**config.mk**
```make
export PLATFORM = sky130hd
export DESIGN_NAME = sasi_table
export DESIGN_NICKNAME = d
export VERILOG_FILES = /design/src/rtl/sasi_pkg.sv /design/src/rtl/sasi_table.sv
export SDC_FILE = /design/constraint.sdc
export NUM_CORES = 2
export LEC_CHECK = 0
export BUFFER_PORTS_ARGS = -buffer_cell sky130_fd_sc_hd__buf_2
export CORE_MARGIN = 2
export CORE_UTILIZATION = 55
export CTS_CLUSTER_SIZE = 12
export DETAILED_ROUTE_END_ITERATION = 10
export GPL_ROUTABILITY_DRIVEN = 0
export PLACE_DENSITY = 0.73
export SLEW_MARGIN = 0
export SYNTH_ARGS = -nofsm -noshare
export SYNTH_HDL_FRONTEND = slang
export SYNTH_SLANG_ARGS = --single-unit
```
**constraint.sdc**
```tcl
create_clock -name aclk -period 4.65 [get_ports aclk]
set_input_delay 0.2325 -clock aclk [delete_from_list [all_inputs] [get_ports aclk]]
set_output_delay 0.2325 -clock aclk [all_outputs]
set_load 0.005 [all_outputs]
```
**src/rtl/sasi_pkg.sv**
```systemverilog
// Shared types, codes and constants of the shape area sorted insert core.
package sasi_pkg;

    localparam int AREA_W   = 30;
    localparam int DP_W     = 64;
    localparam int MUL_W    = 32;
    localparam int M_DATA_W = ((AREA_W + 7) / 8) * 8;
    localparam int M_USER_W = 4;

    localparam logic [DP_W-1:0] PI_NUM  = 64'd314159;
    localparam logic [DP_W-1:0] PI_DEN  = 64'd100000;
    localparam logic [DP_W-1:0] PI_HALF = 64'd50000;

    // pi * 256 / 100000 per unit of r squared = 804 + 772 / 3125
    localparam logic [MUL_W-1:0] CIRC_INT   = 32'd804;
    localparam logic [MUL_W-1:0] CIRC_FRAC  = 32'd772;
    localparam logic [DP_W-1:0]  CIRC_ROUND = 64'd1562;
    localparam logic [DP_W-1:0]  CIRC_DIV   = 64'd3125;
    // floor(2^43 / 3125), applied to the numerator without its two low bits
    localparam logic [MUL_W-1:0] CIRC_RECIP = 32'd2814749767;
    localparam int               CIRC_SHIFT = 41;

    typedef enum logic [1:0] {
        KIND_RECT,
        KIND_CIRC,
        KIND_TRI,
        KIND_UNKNOWN
    } kind_t;

    typedef struct packed {
        kind_t             kind;
        logic [AREA_W-1:0] area;
        logic              bad;
    } entry_t;

    typedef struct packed {
        logic   start;
        logic   last;
        entry_t entry;
    } ins_req_t;

    typedef struct packed {
        entry_t entry;
        logic   dropped;
        logic   run_end;
    } out_item_t;

    function automatic logic [AREA_W-1:0] sat_area(input logic [DP_W-1:0] v);
        logic [DP_W-1:0] lim;
        lim = {{(DP_W-AREA_W){1'b0}}, {AREA_W{1'b1}}};
        if (v > lim) begin
            return {AREA_W{1'b1}};
        end
        return v[AREA_W-1:0];
    endfunction

endpackage

```
**src/rtl/sasi_table.sv**
```systemverilog
// Sorted table: memory, binary search, entry shifting and ordered readout.
module sasi_table #(
    parameter int TABLE_DEPTH = 32
) (
    input  logic                  aclk,
    input  logic                  aresetn,
    input  sasi_pkg::ins_req_t    req,
    output logic                  done,
    output logic                  out_valid,
    input  logic                  out_ready,
    output sasi_pkg::out_item_t   out_item
);

    localparam int CW = $clog2(TABLE_DEPTH + 1);
    localparam int AW = (TABLE_DEPTH > 1) ? $clog2(TABLE_DEPTH) : 1;

    typedef enum logic [3:0] {
        T_IDLE, T_SRCH, T_CMP, T_SHR, T_SHW, T_RD, T_RW, T_OUT, T_FIN
    } tstate_t;

    tstate_t             state_reg;
    logic [CW-1:0]       count_reg, head_reg, tail_reg, idx_reg;
    logic                ovf_reg, last_reg, out_valid_reg;
    sasi_pkg::entry_t    new_reg, rd_data_reg;
    sasi_pkg::out_item_t out_reg;
    sasi_pkg::entry_t    mem [TABLE_DEPTH];

    logic [CW:0]         mid_sum;
    logic [CW-1:0]       mid, idx_m1;
    logic                we;
    logic [AW-1:0]       wa, ra;
    sasi_pkg::entry_t    wd;

    assign mid_sum = {1'b0, head_reg} + {1'b0, tail_reg};
    assign mid     = mid_sum[CW:1];
    assign idx_m1  = idx_reg - {{(CW-1){1'b0}}, 1'b1};

    always_comb begin
        we = 1'b0;
        wa = idx_reg[AW-1:0];
        wd = rd_data_reg;
        ra = mid[AW-1:0];
        case (state_reg)
            T_SHR: begin
                if (idx_reg == tail_reg) begin
                    we = 1'b1;
                    wd = new_reg;
                end else begin
                    ra = idx_m1[AW-1:0];
                end
            end
            T_SHW:   we = 1'b1;
            T_RD:    ra = idx_reg[AW-1:0];
            default: we = 1'b0;
        endcase
    end

    always_ff @(posedge aclk) begin
        if (we) begin
            mem[wa] <= wd;
        end
        rd_data_reg <= mem[ra];
    end

    always_ff @(posedge aclk) begin
        if (!aresetn) begin
            state_reg     <= T_IDLE;
            count_reg     <= '0;
            ovf_reg       <= 1'b0;
            out_valid_reg <= 1'b0;
        end else begin
            unique case (state_reg)
                T_IDLE: begin
                    if (req.start) begin
                        new_reg  <= req.entry;
                        last_reg <= req.last;
                        head_reg <= '0;
                        tail_reg <= count_reg;
                        idx_reg  <= '0;
                        if (count_reg == CW'(TABLE_DEPTH)) begin
                            // table full: drop the shape
                            ovf_reg   <= 1'b1;
                            state_reg <= req.last ? T_RD : T_FIN;
                        end else begin
                            state_reg <= T_SRCH;
                        end
                    end
                end
                T_SRCH: begin
                    if (head_reg < tail_reg) begin
                        state_reg <= T_CMP;
                    end else begin
                        idx_reg   <= count_reg;
                        state_reg <= T_SHR;
                    end
                end
                T_CMP: begin
                    // equal areas go after existing entries
                    if (new_reg.area < rd_data_reg.area) begin
                        tail_reg <= mid;
                    end else begin
                        head_reg <= mid + {{(CW-1){1'b0}}, 1'b1};
                    end
                    state_reg <= T_SRCH;
                end
                T_SHR: begin
                    if (idx_reg == tail_reg) begin
                        count_reg <= count_reg + {{(CW-1){1'b0}}, 1'b1};
                        idx_reg   <= '0;
                        state_reg <= last_reg ? T_RD : T_FIN;
                    end else begin
                        state_reg <= T_SHW;
                    end
                end
                T_SHW: begin
                    idx_reg   <= idx_m1;
                    state_reg <= T_SHR;
                end
                T_RD: state_reg <= T_RW;
                T_RW: begin
                    out_reg.entry   <= rd_data_reg;
                    out_reg.dropped <= ovf_reg;
                    out_reg.run_end <= (({1'b0, idx_reg} + {{CW{1'b0}}, 1'b1}) ==
                                        {1'b0, count_reg});
                    out_valid_reg   <= 1'b1;
                    state_reg       <= T_OUT;
                end
                T_OUT: begin
                    if (out_ready) begin
                        out_valid_reg <= 1'b0;
                        if (out_reg.run_end) begin
                            count_reg <= '0;
                            ovf_reg   <= 1'b0;
                            state_reg <= T_FIN;
                        end else begin
                            idx_reg   <= idx_reg + {{(CW-1){1'b0}}, 1'b1};
                            state_reg <= T_RD;
                        end
                    end
                end
                T_FIN: state_reg <= T_IDLE;
                default: state_reg <= T_IDLE;
            endcase
        end
    end

    assign done      = (state_reg == T_FIN);
    assign out_valid = out_valid_reg;
    assign out_item  = out_reg;

`ifndef SYNTHESIS
    a_count_bound: assert property (@(posedge aclk) disable iff (!aresetn)
        count_reg <= CW'(TABLE_DEPTH))
        else $error("entry count beyond table depth");
    a_valid_state: assert property (@(posedge aclk) disable iff (!aresetn)
        out_valid_reg |-> state_reg == T_OUT)
        else $error("result shown outside readout");
    a_run_end_clear: assert property (@(posedge aclk) disable iff (!aresetn)
        (out_valid_reg && out_ready && out_reg.run_end) |=> count_reg == '0 && !ovf_reg)
        else $error("table not emptied after readout");
    a_full_drop: assert property (@(posedge aclk) disable iff (!aresetn)
        (state_reg == T_IDLE && req.start && count_reg == CW'(TABLE_DEPTH)) |=> ovf_reg)
        else $error("drop not flagged");
`endif

endmodule

```
==> impl_metrics.xml <==
<?xml version="1.0" encoding="UTF-8"?>
<metrics>
  <group name="run_status">
    <metric name="outcome" unit="">complete, no violations</metric>
  </group>
  <group name="synth">
    <metric name="main_flop_type_after_synthesis" unit="">sky130_fd_sc_hd__edfxtp_1</metric>
    <metric name="synth-edff-count" unit="">1143</metric>
    <metric name="count_of_different_cell_masters_after_synthesis" unit="">63</metric>
    <metric name="synthesis.nets" unit="">3562</metric>
    <metric name="yosys_reg_bits" unit="">1188</metric>
    <metric name="netlist_area" unit="mm2">0.0480</metric>
    <metric name="synth-async-reset-ratio" unit="%">0</metric>
    <metric name="mapped_cells" unit="">3477</metric>
    <metric name="synth.yosys.seq_area_share" unit="%">73.4</metric>
    <metric name="avgSynthCellArea" unit="um2">13.8</metric>
    <metric name="ys_warn_count" unit="">0</metric>
  </group>
  <group name="power_and_ir_drop">
    <metric name="ir_drop" unit="V">0.000414</metric>
    <metric name="power_per_cell_area" unit="mW/mm2">520</metric>
    <metric name="leakage_power_figure" unit="nW">19.3</metric>
    <metric name="fin_total_pwr" unit="mW">28.1</metric>
  </group>
  <group name="worst_setup_path">
    <metric name="timing.setup.critical_path_class" unit="">reg -&gt; reg</metric>
    <metric name="worst_r2r_startpoint" unit="">tail_reg[0]</metric>
    <metric name="worst_ep_arrival_time" unit="ns">4.48</metric>
    <metric name="startpoint_class" unit="">flip-flop</metric>
    <metric name="worst_reg2reg_path_length_in_cells" unit="">13</metric>
    <metric name="crit-reg2reg-capture" unit="">rd_data_reg[11]</metric>
    <metric name="reg2reg_setup_slack" unit="ns">0.76</metric>
    <metric name="worst-endpoint-required" unit="ns">5.24</metric>
    <metric name="critPathMaxFanout" unit="">72</metric>
    <metric name="cp-end-kind" unit="">flip-flop</metric>
  </group>
  <group name="placed_design">
    <metric name="post-place-cells" unit="">4588</metric>
    <metric name="placed_inst_area" unit="mm2">0.0502</metric>
    <metric name="pre_cts_slack" unit="ns">0.815</metric>
    <metric name="buffer_ports.inserted" unit="">74</metric>
    <metric name="placed_wire_length_estimate" unit="um">64600</metric>
  </group>
  <group name="drt">
    <metric name="vias_per_cell" unit="">6.04</metric>
    <metric name="wl_per_cell" unit="um">24.9</metric>
    <metric name="detailedRoute.firstIterationViolations" unit="">3632</metric>
    <metric name="post-route-drc-count" unit="">0</metric>
    <metric name="detail_route.wirelength" unit="um">121000</metric>
    <metric name="firstDrtPassIters" unit="">6</metric>
    <metric name="num_vias" unit="">29200</metric>
    <metric name="ant_nets" unit="">0</metric>
  </group>
  <group name="cells_and_area">
    <metric name="drive_above_1_share" unit="%">10.5</metric>
    <metric name="nNetsFinal" unit="">3673</metric>
    <metric name="p_r_area_growth_vs_syn" unit="%">12.8</metric>
    <metric name="layout.cell_area.non_filler" unit="mm2">0.0541</metric>
    <metric name="nFillCells" unit="">6114</metric>
    <metric name="final_common_cell" unit="">sky130_fd_sc_hd__edfxtp_1</metric>
    <metric name="stdcell_count" unit="">4841</metric>
    <metric name="post-route-util" unit="%">62.5</metric>
    <metric name="mostFrequentLayoutCells" unit="">sky130_fd_sc_hd__edfxtp_1 (1143), sky130_fd_sc_hd__nand2_1 (896), sky130_fd_sc_hd__nand3_1 (213)</metric>
    <metric name="register_ranked_first_by_flip_flop_count" unit="">mem</metric>
    <metric name="largest_register_ff_count" unit="">1056</metric>
    <metric name="antennaDiodeCount" unit="">0</metric>
  </group>
  <group name="sta">
    <metric name="layout_setup_ws" unit="ns">0.756</metric>
    <metric name="tightestPinTransition" unit="ns">1.21</metric>
    <metric name="slew_headroom" unit="%">19.3</metric>
    <metric name="finalClockSkew" unit="ns">0.0223</metric>
    <metric name="grt_setup_unrepaired" unit="">false</metric>
    <metric name="timing_hold_violations_final" unit="">0</metric>
    <metric name="max_clock_freq" unit="MHz">257</metric>
    <metric name="fin_tns_setup" unit="ns">0</metric>
    <metric name="period_minus_slack" unit="ns">3.89</metric>
    <metric name="min_period_over_period" unit="%">83.7</metric>
    <metric name="finalHoldWorstSlack" unit="ns">0.254</metric>
    <metric name="slew_viol_final" unit="">0</metric>
    <metric name="setup_viol_count_final" unit="">0</metric>
  </group>
  <group name="clock_tree">
    <metric name="clk-insertion-delay-late" unit="ns">0.69</metric>
    <metric name="numCtsBuffers" unit="">115</metric>
    <metric name="cts.htree.levels" unit="">3</metric>
    <metric name="clk_root_buffer_cell" unit="">sky130_fd_sc_hd__clkbuf_16</metric>
    <metric name="clkSlewWorstSetupHoldPaths" unit="ns">0.06</metric>
    <metric name="cts_tree" unit="">built</metric>
    <metric name="number_of_sinks_handled_by_clock_tree_synthesis" unit="">1188</metric>
    <metric name="cts_max_path_buffers" unit="">3</metric>
  </group>
  <group name="die">
    <metric name="io_pins" unit="">75</metric>
    <metric name="start_util" unit="%">55.4</metric>
    <metric name="num_rows" unit="">108</metric>
    <metric name="dieWidth" unit="um">299</metric>
    <metric name="die_area" unit="mm2">0.0896</metric>
    <metric name="floorplan.core_area" unit="mm2">0.0866</metric>
    <metric name="die-height" unit="um">299</metric>
  </group>
  <group name="global_routing">
    <metric name="global_route.usage.total" unit="%">26.9</metric>
    <metric name="via_count_of_the_first_global_routing_pass" unit="">27900</metric>
    <metric name="grt_first_pass_wirelength" unit="um">178000</metric>
    <metric name="number_of_antenna_violations_at_the_first_check_in_global_routing" unit="">1</metric>
    <metric name="grt_start_max_net_pins" unit="">199</metric>
    <metric name="grt.overflow.total" unit="">0</metric>
  </group>
  <group name="worst_hold_path">
    <metric name="hold-path-endpoint" unit="">new_reg[19]</metric>
    <metric name="whs_path_depth" unit="">2</metric>
    <metric name="hold_start" unit="">req[19]</metric>
    <metric name="min-delay-path-class" unit="">in -&gt; reg</metric>
  </group>
  <group name="job">
    <metric name="maxCapViolCount" unit="">0</metric>
  </group>
</metrics>
==> how the worst max path moves through the flow <==
stage,end,slack [ns],start,cells after the start
floorplan,mem[15][0],1.17,idx_reg[0],7
global placement,tail_reg[3],0.13,new_reg[9],9
detailed placement,rd_data_reg[12],0.82,tail_reg[0],14
CTS,rd_data_reg[14],0.79,tail_reg[0],12
global route,rd_data_reg[11],0.50,tail_reg[0],14
finish,rd_data_reg[11],0.76,tail_reg[0],13
==> layer usage <==
layer | vias up | wire length (um) | global-route usage [%]
li1 | 13000 | - | -
met1 | 14400 | 48700 | 39.0
met2 | 1525 | 55800 | 41.9
met3 | 230 | 12500 | 4.36
met4 | 0 | 3760 | 9.25
met5 | - | 0 | 0
==> critical path, cell delays in order, from the launching register on <==
cell	delay, ns
sky130_fd_sc_hd__edfxtp_1	0.46
sky130_fd_sc_hd__and2_1	0.19
sky130_fd_sc_hd__fa_1	0.42
sky130_fd_sc_hd__xor2_2	0.37
sky130_fd_sc_hd__o21ai_0	0.16
sky130_fd_sc_hd__a21oi_2	0.26
sky130_fd_sc_hd__o311ai_4	0.17
sky130_fd_sc_hd__buf_12	0.29
sky130_fd_sc_hd__buf_12	0.28
sky130_fd_sc_hd__mux2i_1	0.18
sky130_fd_sc_hd__mux2i_1	0.20
sky130_fd_sc_hd__o22ai_1	0.13
sky130_fd_sc_hd__a221o_1	0.32
sky130_fd_sc_hd__nor4_1	0.26
==> final cells by class <==
cell class              count  area, um2  area share (%)
flip-flops and latches   1188      35200            65.1
multi-input cells        2041      11900            22.1
clock buffers             201       3350            6.20
repair buffers            195       1840            3.39
well taps                1155       1450            2.67
inverters                  47        176           0.326
clock inverters            14        151           0.280
==> report_power, final <==
group          leakage, nW  switching [mW]  internal (mW)  total [mW]
Combinational         7.01            4.03           1.71        5.74
Clock                 1.69            3.78           4.97        8.75
Sequential            10.6           0.292           13.3        13.6
Total                 19.3            8.10           20.0        28.1
==> synthesized netlist by cell type, types with 7 or more instances <==
master                        n  share of area, %
sky130_fd_sc_hd__a21boi_0    67               1.0
sky130_fd_sc_hd__a21o_1       9              0.14
sky130_fd_sc_hd__a21oi_1     22              0.23
sky130_fd_sc_hd__a221o_1     35              0.73
sky130_fd_sc_hd__a31oi_1     71              0.93
sky130_fd_sc_hd__and3_1      71              0.93
sky130_fd_sc_hd__buf_1       10             0.078
sky130_fd_sc_hd__buf_2       68              0.71
sky130_fd_sc_hd__buf_4       12              0.19
sky130_fd_sc_hd__buf_6       14              0.33
sky130_fd_sc_hd__clkbuf_1    97              0.76
sky130_fd_sc_hd__dfxtp_1     45               1.9
sky130_fd_sc_hd__edfxtp_1  1143                72
sky130_fd_sc_hd__ha_1        46               1.2
sky130_fd_sc_hd__inv_1       47              0.37
sky130_fd_sc_hd__mux2_2      34              0.80
sky130_fd_sc_hd__mux2i_1    199               4.2
sky130_fd_sc_hd__nand2_1    896               7.0
sky130_fd_sc_hd__nand2b_1    11              0.14
sky130_fd_sc_hd__nand3_1    216               2.3
sky130_fd_sc_hd__nand4_1      7             0.091
sky130_fd_sc_hd__nor2_1      65              0.51
sky130_fd_sc_hd__nor2b_1      8              0.10
sky130_fd_sc_hd__nor3_1      10              0.10
sky130_fd_sc_hd__nor4_1      35              0.46
sky130_fd_sc_hd__o21ai_0     87              0.91
sky130_fd_sc_hd__o22ai_1     68              0.89
sky130_fd_sc_hd__xnor2_1     16              0.29
sky130_fd_sc_hd__xor2_1      13              0.24
==> cells by family after synthesis <==
group / share of synthesized area (%)
fa+ha+maj: 1.24
xor+xnor: 0.563
flops: 73.4
compound gates: 5.48
buf+inv: 2.43
simple gates: 11.9
mux: 4.95
==> timing repair <==
item                                   in CTS  in global routing
hold buffers                               38                  0
gates resized for setup                     0                  0
buffers inserted                            0                  0
endpoints found under the hold margin      46                  0
No activity file was read; power rests on OpenSTA's default activity.
